File: config.mk
export PLATFORM = sky130hd
export DESIGN_NAME = mfbp_cell
export DESIGN_NICKNAME = d
export VERILOG_FILES = /design/src/rtl/mfbp_pkg.sv /design/src/rtl/mfbp_cell.sv
export SDC_FILE = /design/constraint.sdc
export NUM_CORES = 1
export LEC_CHECK = 0
export BUFFER_PORTS_ARGS = -buffer_cell sky130_fd_sc_hd__clkbuf_2
export CORE_MARGIN = 10
export CORE_UTILIZATION = 41
export DETAILED_ROUTE_END_ITERATION = 6
export GPL_TIMING_DRIVEN = 1
export PLACE_DENSITY = 0.73
export SYNTH_ARGS = -nofsm -noshare
export SYNTH_HDL_FRONTEND = slang
export SYNTH_SLANG_ARGS = --single-unit
File: constraint.sdc
create_clock -name clk -period 0.8 [get_ports clk]
set_clock_uncertainty 0.15 [all_clocks]
set_input_delay 0.08 -clock clk [delete_from_list [all_inputs] [get_ports clk]]
set_output_delay 0.08 -clock clk [all_outputs]
set_load 0.02 [all_outputs]
File: src/rtl/mfbp_pkg.sv
package mfbp_pkg;

	// Operation codes carried on the op port.
	typedef enum logic [2:0] {
		OP_POINT = 3'd0,
		OP_FILL  = 3'd1,
		OP_CLEAR = 3'd2,
		OP_PLOT  = 3'd3,
		OP_READ  = 3'd4
	} op_t;

	// Controls shared by every cell of the column ring.
	typedef struct packed {
		logic shift;
		logic clear;
	} cell_ctl_t;

	// Controls for the edit point where the ring wraps around.
	typedef struct packed {
		logic write;
		logic scroll;
		logic dot;
	} edit_ctl_t;

endpackage

File: src/rtl/mfbp_cell.sv
module mfbp_cell #(
	parameter int ROWS = 64
) (
	input  logic                  clk,
	input  logic                  arst_n,
	input  mfbp_pkg::cell_ctl_t   ctl,
	input  logic [ROWS-1:0]       d,
	output logic [ROWS-1:0]       q
);

	logic [ROWS-1:0] data_q;

	// One frame buffer column: cleared at once or loaded from the neighbor.
	always_ff @(posedge clk or negedge arst_n) begin
		if (!arst_n) begin
			data_q <= '0;
		end else if (ctl.clear) begin
			data_q <= '0;
		end else if (ctl.shift) begin
			data_q <= d;
		end
	end

	assign q = data_q;

endmodule

# Word-level counts from Yosys, hierarchy flattened
# Index checks and enable logic that the tools add are counted.
[word_totals] out_inout_bits=64 input_bits=68 reg_bits=64
[classes] muxes=2 n_reduce_logical=1
[op_table] op="2-to-1 mux 64 bit" n=2
[op_table] op="nonzero test 2 bit" n=1

# Depth between registers and ports, before layout
[logic_depth] depth_word=2 ltp_mapped=4 depth_no_buf=2

# Worst setup path before layout
# No wires, ideal clock.
[synth_timing] path_type="flip-flop to flip-flop" startpoint="reg q[10] (netlist name)" endpoint="reg data_q[10] (netlist: q[10])" arrival_ns=0.613 path_slack_ns=-0.095 synth_period_minus_slack_ns=0.895 stages_incl_launch_ff=3 setup_time_ns=0.132 path_cell_list="dfrtp_1 -> mux2i_1 -> nor2_1"
[synth_lines] item="to (signal assigned)" line_no="mfbp_cell.sv:16" source="data_q <= '0;"
[synth_lines] item="to (signal assigned)" line_no="mfbp_cell.sv:18" source="data_q <= '0;"
[synth_lines] item="to (signal assigned)" line_no="mfbp_cell.sv:20" source="data_q <= d;"
[synth_lines] item="to (decl)" line_no="mfbp_cell.sv:11" source="logic [ROWS-1:0] data_q;"

# Final worst setup path
[layout_timing] startpoint="reg data_q[27] (netlist: q[27])" endpoint="out q[27]"
[layout_lines] item="to (decl)" line_no="mfbp_cell.sv:8" source="output logic [ROWS-1:0] q"
# No word-level cell between the ends.

==> qor.yml <==
cts:
  cts_buffers: 9
  cts_hold_buf: 1
  clock_sinks: 64
  root_buffer: "clkbuf_8"
  path_clk_slew_ns: 0.06
  cts_max_level: 3
  clk_latency_ns: 0.32
  clockBufferDepth: 2
  cts_tree: "built"
routing:
  wl_per_cell_um: 16.27
  drt_iter0_drc: 44
  antenna_left: 0
  viasPerCell: 4.639
  drt_pre_antenna_iters: 3
  drc: 0
  vias: 1981
  routed_wl_mm: 6.948
die:
  dieArea_um2: 9961
  num_rows: 29
  die_y_um: 99.81
  start_util_pct: 41.60
  fp.dieW_um: 99.81
  ios: 132
  core_um2: 6277
logic_synthesis:
  synth.top_cell.area_share_pct: 61.33
  yosys.area.top_type: "dfrtp_1"
  ys_seq_area_share_pct: 61.33
  ys_ff_latch: 64
  avgSynthCellArea_um2: 12.68
  synth_cell_types: 7
  synth_area_um2: 2611
  synthCells: 206
  synthTopCellsByArea: "dfrtp_1, mux2i_1, nor2_1"
  yosysWarnings: 0
  synth_fp_nets: 274
place:
  port_buffers: 131
  dp_hpwl_mm: 4.880
  place_ws_ns: -0.2139
  gp_congestion: 0.6644
  dpl-instance-area_um2: 3457
  dp.cells: 407
global_route:
  grt_max_degree: 35
  grt_pass1_vias: 2118
  grt.total_usage_pct: 13.07
  gr-total-overflow: 0
  antenna_found_initial: 0
  grt_pass1_wl_mm: 10.52
cells_and_area:
  final_cell_mix: "clkbuf_2, mux2i_1, nor2_1, dfrtp_2, buf_6"
  area_delta_synth_final_pct: 59.80
  layout_commonest_cell: "clkbuf_2"
  largest_register_ff_count: 64
  layout.nets: 414
  drive_gt1_share_pct: 62.00
  num_antenna_cells: 0
  layout.cells.non_filler: 427
  design_area_um2: 4173
sta:
  worstMarginPinSlew_ns: 0.2358
  setup_violations: 128
  period_minus_slack_ns: 1.110
  drv_slew: 0
  hold_violations: 64
  fin_ws_ns: -0.3103
  relSlewSlack_pct: 84.28
  min_period_over_period_pct: 138.8
  rsz0062_at_grt: "yes"
  whs_ns: -0.1487
  max_freq_ghz: 0.9007
critical_path:
  crit_buf_inv: 1
  crit_path_end_kind: "output port"
  path_cells: "buf_8"
  cp.arrival_ns: 0.88
  cp-start-kind: "flip-flop"
  required_ns: 0.57
  critPathMaxFanout: 2
  cpPeakStageDelay_ns: 0.42
  path_class: "flip-flop to output port"
  cp_top_family: "flip-flops"
  crit_slowest_cell: "dfrtp_2"
  ff2ff_path_depth: 3
  cp.depth: 1
power_and_ir_drop:
  power_density_nw_per_um2: 1783
  cellLeakagePower_nw: 2.126
  ir_worst_vdd_mv: 1.277
min_path:
  holdPathStages: 3
  min_path_type: "input port to flip-flop"
status:
  violations: "hold timing, setup timing"
  status: "complete, but fails checks"
run:
  cap_viol_max_count: 0
-- where the power goes --
group | total (W) | internal (W) | switching [W]
combinational | 0.00147 | 0.000784 | 0.000682
sequential | 0.00361 | 0.00345 | 0.000153
clock | 0.00237 | 0.00128 | 0.00108
-- kinds of logic (layout without fill, tap and decap cells) --
family                 after synthesis  count (layout)  synth area share, %
buffers and inverters               14             158                4.935
and+or+nand+nor                     64              64                9.200
DFF                                 64              64                61.33
muxes                               64              64                24.53
-- layer usage --
layer / up-vias / part of all wire [%] / GRT usage [%]
li1: 958 / - / -
met1: 936 / 41 / 16.28
met2: 81 / 47 / 18.47
met3: 6 / 11 / 6.937
met4: 0 / 0.86 / 5.402
met5: - / 0 / 0
-- layout make-up --
class	instances	area, µm²
well taps	77	96.34
clock buffers	15	166.4
fillers	477	2105
multi-input cells	128	880.8
repair buffers	143	1348
flip-flops and latches	64	1682
-- path summary, 6_finish.rpt --
check | start | end | slack [ns]
min reg2reg | q[48]$_DFFE_PN0P_ | q[48]$_DFFE_PN0P_ | 0.39
min in group asynchronous | arst_n | q[30]$_DFFE_PN0P_ | 0.16
max | q[27]$_DFFE_PN0P_ | q[27] | -0.31
min | d[26] | q[26]$_DFFE_PN0P_ | -0.15
max reg2reg | q[42]$_DFFE_PN0P_ | q[42]$_DFFE_PN0P_ | -0.18
max in group asynchronous | arst_n | q[7]$_DFFE_PN0P_ | 0.14
-- per-stage QoR --
| step | power [W] | setup TNS, ns | utilization, % |
|---|---|---|---|
| 4_1_cts | 0.007303 | -23.79 | 61.51 |
| 2_1_floorplan | 0.004264 | -5.178 | - |
| 3_5_place_dp | 0.004784 | -11.73 | 55.07 |
| 6_report | 0.007440 | -22.88 | 66.47 |
| 3_3_place_gp | 0.004762 | -10.92 | 55.07 |
| 5_1_grt | 0.007806 | -28.07 | 66.47 |
-- what timing repair did --
item	4_1_cts	5_1_grt
endpoints found under the hold margin	128	64
endpoints found under the setup margin	128	128
buffers inserted	0	4
gates resized for setup	52	143
pin swaps	1	10
-- tightest hold or removal path: stages --
cell      delay, ns
clkbuf_2       0.07
mux2i_1        0.05
nor2_1         0.08
-- synthesized netlist by cell type (all sizes together) --
library cell	count
dfrtp	64
nor2	64
mux2i	64
buf	13
clkbuf	1
No activity file was read; power rests on OpenSTA's default activity.
