--- config.mk ---
export PLATFORM = sky130hd
export DESIGN_NAME = mfbp_edit
export DESIGN_NICKNAME = d
export VERILOG_FILES = /design/src/rtl/mfbp_pkg.sv /design/src/rtl/mfbp_edit.sv
export SDC_FILE = /design/constraint.sdc
export NUM_CORES = 1
export LEC_CHECK = 0
export ABC_AREA = 1
export BUFFER_PORTS_ARGS = -buffer_cell sky130_fd_sc_hd__buf_2
export CORE_MARGIN = 2
export CORE_UTILIZATION = 40
export DETAILED_ROUTE_END_ITERATION = 6
export GPL_TIMING_DRIVEN = 0
export PLACE_DENSITY = 0.82
export REMOVE_ABC_BUFFERS = 1
export SYNTH_ARGS = -nofsm -noshare
export SYNTH_HDL_FRONTEND = slang
export SYNTH_SLANG_ARGS = --single-unit
--- constraint.sdc ---
create_clock -name vclk -period 1.8
set_input_delay 0.27 -clock vclk [all_inputs]
set_output_delay 0.27 -clock vclk [all_outputs]
set_load 0.02 [all_outputs]
--- src/rtl/mfbp_pkg.sv ---
package mfbp_pkg;

	// Operation codes carried on the op port.
	typedef enum logic [2:0] {
		OP_POINT = 3'd0,
		OP_FILL  = 3'd1,
		OP_CLEAR = 3'd2,
		OP_PLOT  = 3'd3,
		OP_READ  = 3'd4
	} op_t;

	// Controls shared by every cell of the column ring.
	typedef struct packed {
		logic shift;
		logic clear;
	} cell_ctl_t;

	// Controls for the edit point where the ring wraps around.
	typedef struct packed {
		logic write;
		logic scroll;
		logic dot;
	} edit_ctl_t;

endpackage

--- src/rtl/mfbp_edit.sv ---
module mfbp_edit #(
	parameter int ROWS = 64,
	parameter int CW   = 7
) (
	input  logic [ROWS-1:0]       col_in,
	input  logic [CW-1:0]         step,
	input  logic [7:0]            lo,
	input  logic [7:0]            hi,
	input  logic [ROWS-1:0]       mask,
	input  mfbp_pkg::edit_ctl_t   ctl,
	output logic [ROWS-1:0]       col_out
);

	logic [7:0] col_idx;
	logic       hit;

	// The column passing the edit point is changed when its index lies in range.
	assign col_idx = 8'(step);
	assign hit     = ctl.write && (col_idx >= lo) && (col_idx <= hi);

	// A scroll replaces the wrapped column with a fresh one holding only the sample.
	always_comb begin
		if (ctl.scroll) begin
			col_out = mask;
		end else if (hit) begin
			col_out = ctl.dot ? (col_in | mask) : (col_in & ~mask);
		end else begin
			col_out = col_in;
		end
	end

endmodule

-- Word level (Yosys, flattened, before mapping)
Cells that the tools add are included.
- bitwise gates (word level): 3
- divide/modulo/power cells: 0
- $lt $le $gt $ge: 2
- mux-type cells: 3
- multipliers: 0
- shift-type cells: 0
- reduce and logical (&&, ||, !) cells: 2
- add/sub/neg operators: 0
- equality and inequality tests: 0
- operators with widths (cell ; number):
    2-to-1 mux 64 bit ; 3
    AND 64 bit ; 1
    inverter 64 bit ; 1
    OR 64 bit ; 1
    greater-or-equal comparator 7 x 8 -> 1 bit ; 1
    <= comparator 7 x 8 -> 1 bit ; 1
    logical AND 1 bit ; 2
- bits in writable memories: 0
- register bits after elaboration: 0
- memories: 0
- output and inout bits: 64
- bits in latches: 0
- memory bits (read-only): 0

-- Logic depth before layout (Yosys ltp)
- depth after elaboration: 5
- mapped depth: 15

-- Worst setup path before layout
Ideal clock, no wire load.
- path kind: input to output
- start point: input port hi[6]
- end point: output port col_out[10]
- buffers on the path: 1
- arrival time: 1.612 ns
- path slack: -0.082 ns
- stages on the path: 11
- cells stage by stage: inv_1 -> ha_1 -> nand2_1 -> nor3b_2 -> nand4_1 -> nand2_2 -> nand3_4 -> buf_6 -> nand2_1 -> nand3_1 -> nand2_1
- cells in the longest elaborated chain, start to end: 4
- RTL lines (what ; RTL line ; source):
    start, declared ; mfbp_edit.sv:8 ; input logic [7:0] hi,
    <= comparator 7 x 8 -> 1 bit ; mfbp_edit.sv:19 ; assign hit = ctl.write && (col_idx >= lo) && (col_idx <= hi);
    logical AND 1 bit ; mfbp_edit.sv:19 ;
    2-to-1 mux 64 bit ; mfbp_edit.sv:25 ; end else if (hit) begin
    2-to-1 mux 64 bit ; mfbp_edit.sv:23 ; if (ctl.scroll) begin
    end, declared ; mfbp_edit.sv:11 ; output logic [ROWS-1:0] col_out
Every way passes these cells.

-- Worst setup path after layout
- start point: input port hi[6]
- end point: output port col_out[28]
Same word-level chain as after synthesis.

==> flow_summary.yaml <==
timing:
  fin_crit_sh_pct: 130
  tns_ps: -31430
  timing_hold_violations_final: 0
  slew_violations: 0
  setup_violations: 64
  fmax_mhz: 427
  slew_headroom_pct: 38.8
  setup_slack_ps: -539
  rsz0062_at_grt: "yes"
  max_slew.worst_pin.slew_ps: 917
  final.min_clock_period_ps: 2340
global_routing:
  grt_antenna_before_repair: 0
  grt_pass1_vias: 4668
  grt_start_max_net_pins: 72
  grt_overflow_total: 0
  grt_pass1_wl_um: 22200
  grt-busiest-layer: "met2"
  grt_usage_pct: 31.4
  use_met3_pct: 4.48
  gr-usage-met2_pct: 57.3
  use_met1_pct: 37.9
outcome:
  failed_checks: "setup timing"
  status: "finished, violations left"
worst_setup_path:
  cp-start-kind: "input pin"
  arrival_ps: 2070
  criticalPathCategory: "in2out"
  crit_required_ps: 1530
  cp-end-kind: "primary output"
  crit_fanout: 8
place:
  dp_hpwl_um: 6730
  place.gp.congestion: 0.795
  place_area_um2: 3900
  place.port_buffers: 218
  place_inst: 904
routing:
  via_count: 5162
  drtPass1Iterations: 5
  wl_um: 15100
  routedWlPerCell_um: 15.9
  via_per_inst: 5.43
  drt-initial-drc-count: 388
  drc: 0
  ant_nets: 0
power:
  sw_frac_of_total_pct: 58.4
  p_leak_nw: 2.93
  p_per_area_nw_per_um2: 326
  total_power_w: 0.00165
  seqPwrFrac_pct: 0
  clockPowerShare_pct: 0
  p_sw_w: 0.000961
  combPwrFrac_pct: 100.0
  internal_power_w: 0.000685
  peakVddDrop_mv: 0.224
finish:
  regArea_um2: 0
  multi_input_area_um2: 2870
  fin_util_pct: 65.6
  final-instance-count-excl-fill: 951
  layout_common_cells: "nand2_1 (234), buf_2 (148), inv_1 (80)"
  final_common_cell: "nand2_1"
  syn_to_final_growth_pct: 60.4
  seq_cell_count: 0
  drive_gt1_share_pct: 38.9
  design_area_um2: 5040
  diodes: 0
  nNetsFinal: 1019
  nClkBuffers: 0
  fill_cells: 698
logic_synthesis:
  synth_top_area_cell: "nand2_1"
  yosysTopAreaCellShare_pct: 32.8
  ys_top_cells_by_area: "nand2_1 (33%), nand4_1 (13%), nand3_1 (10%), o21ai_0 (10%), inv_1 (9.9%)"
  synth.yosys.seq_area_share_pct: 0
  syn_area_um2: 3140
  synth_cell_type_count: 23
  syn_area_per_cell_um2: 4.99
  yosysWarnings: 0
  postSynthCellCount: 630
floorplanning:
  coreArea_um2: 7690
  die_h_um: 92.7
  rows: 32
  die_w_um: 92.7
  start_util_pct: 40.9
  ios: 218
  die-area_um2: 8590
worst_hold_path:
  hold_class: "in2out"
cts:
  ctsHoldBuffers: 0
run:
  max_cap_viol_count: 0
-- worst max-delay path, stage by stage --
cell	delay, ps
buf_6	90
inv_2	50
ha_4	200
buf_4	130
a21oi_1	160
a21o_1	190
nand2_4	140
nand2_8	140
nand3_4	190
nand2_1	150
nand3_1	80
nand2_1	130
buf_6	140
-- what timing repair did --
| action | 4_1_cts | 5_1_grt |
|---|---|---|
| gates cloned | 15 | 3 |
| pin swaps | 45 | 32 |
| setup buffers | 24 | 5 |
| resized for setup | 132 | 62 |
| setup endpoints to repair | 64 | 64 |
-- routing by layer --
layer  part of all wire [%]  vias to the layer above
met2                     49                      304
met3                    9.4                       47
li1                       -                     2528
met1                     38                     2283
met4                    2.9                        0
met5                      0                        -
-- cells in the mapped netlist (all sizes together) --
master	instances
nand4	65
buf	23
dlygate4sd1	3
inv	88
clkbuf	17
a21oi	4
nor2	4
a21o	1
bufbuf	3
nor3b	1
nand3	67
ha	14
o21ai	64
nand2	276
-- path summary, 6_finish.rpt --
kind | from | slack (ps) | endpoint | cells past startpoint
worst max-delay path | hi[6] | -540 | col_out[28] | 13
worst min-delay path | mask[6] | 860 | col_out[6] | 4
-- metrics by stage --
stage / worst slack (ps) / hold WS (ps)
3_3_place_gp: -2020 / 876
2_1_floorplan: -1040 / 706
5_1_grt: -681 / 881
4_1_cts: -463 / 861
6_report: -539 / 858
3_5_place_dp: -2110 / 878
-- kinds of logic after synthesis --
kind of cell    count (synthesis)  synth area share [%]
fa+ha+maj                      14                  5.57
compound gates                 69                  11.1
buf+inv                       134                  25.3
simple gates                  413                  58.1
-- cell type report --
class	count	share of cell area, %
inverters	88	6.67
well taps	102	2.53
repair buffers	248	33.8
multi-input cells	513	56.9
-- power groups by stage --
stage	logic, W	clock network, W	registers [W]
global route	0.00178	0	0
floorplan	0.000645	0	0
finish	0.00165	0	0
CTS	0.00149	0	0
detailed placement	0.00113	0	0
global placement	0.00111	0	0
(Power assumes the default switching activity.)
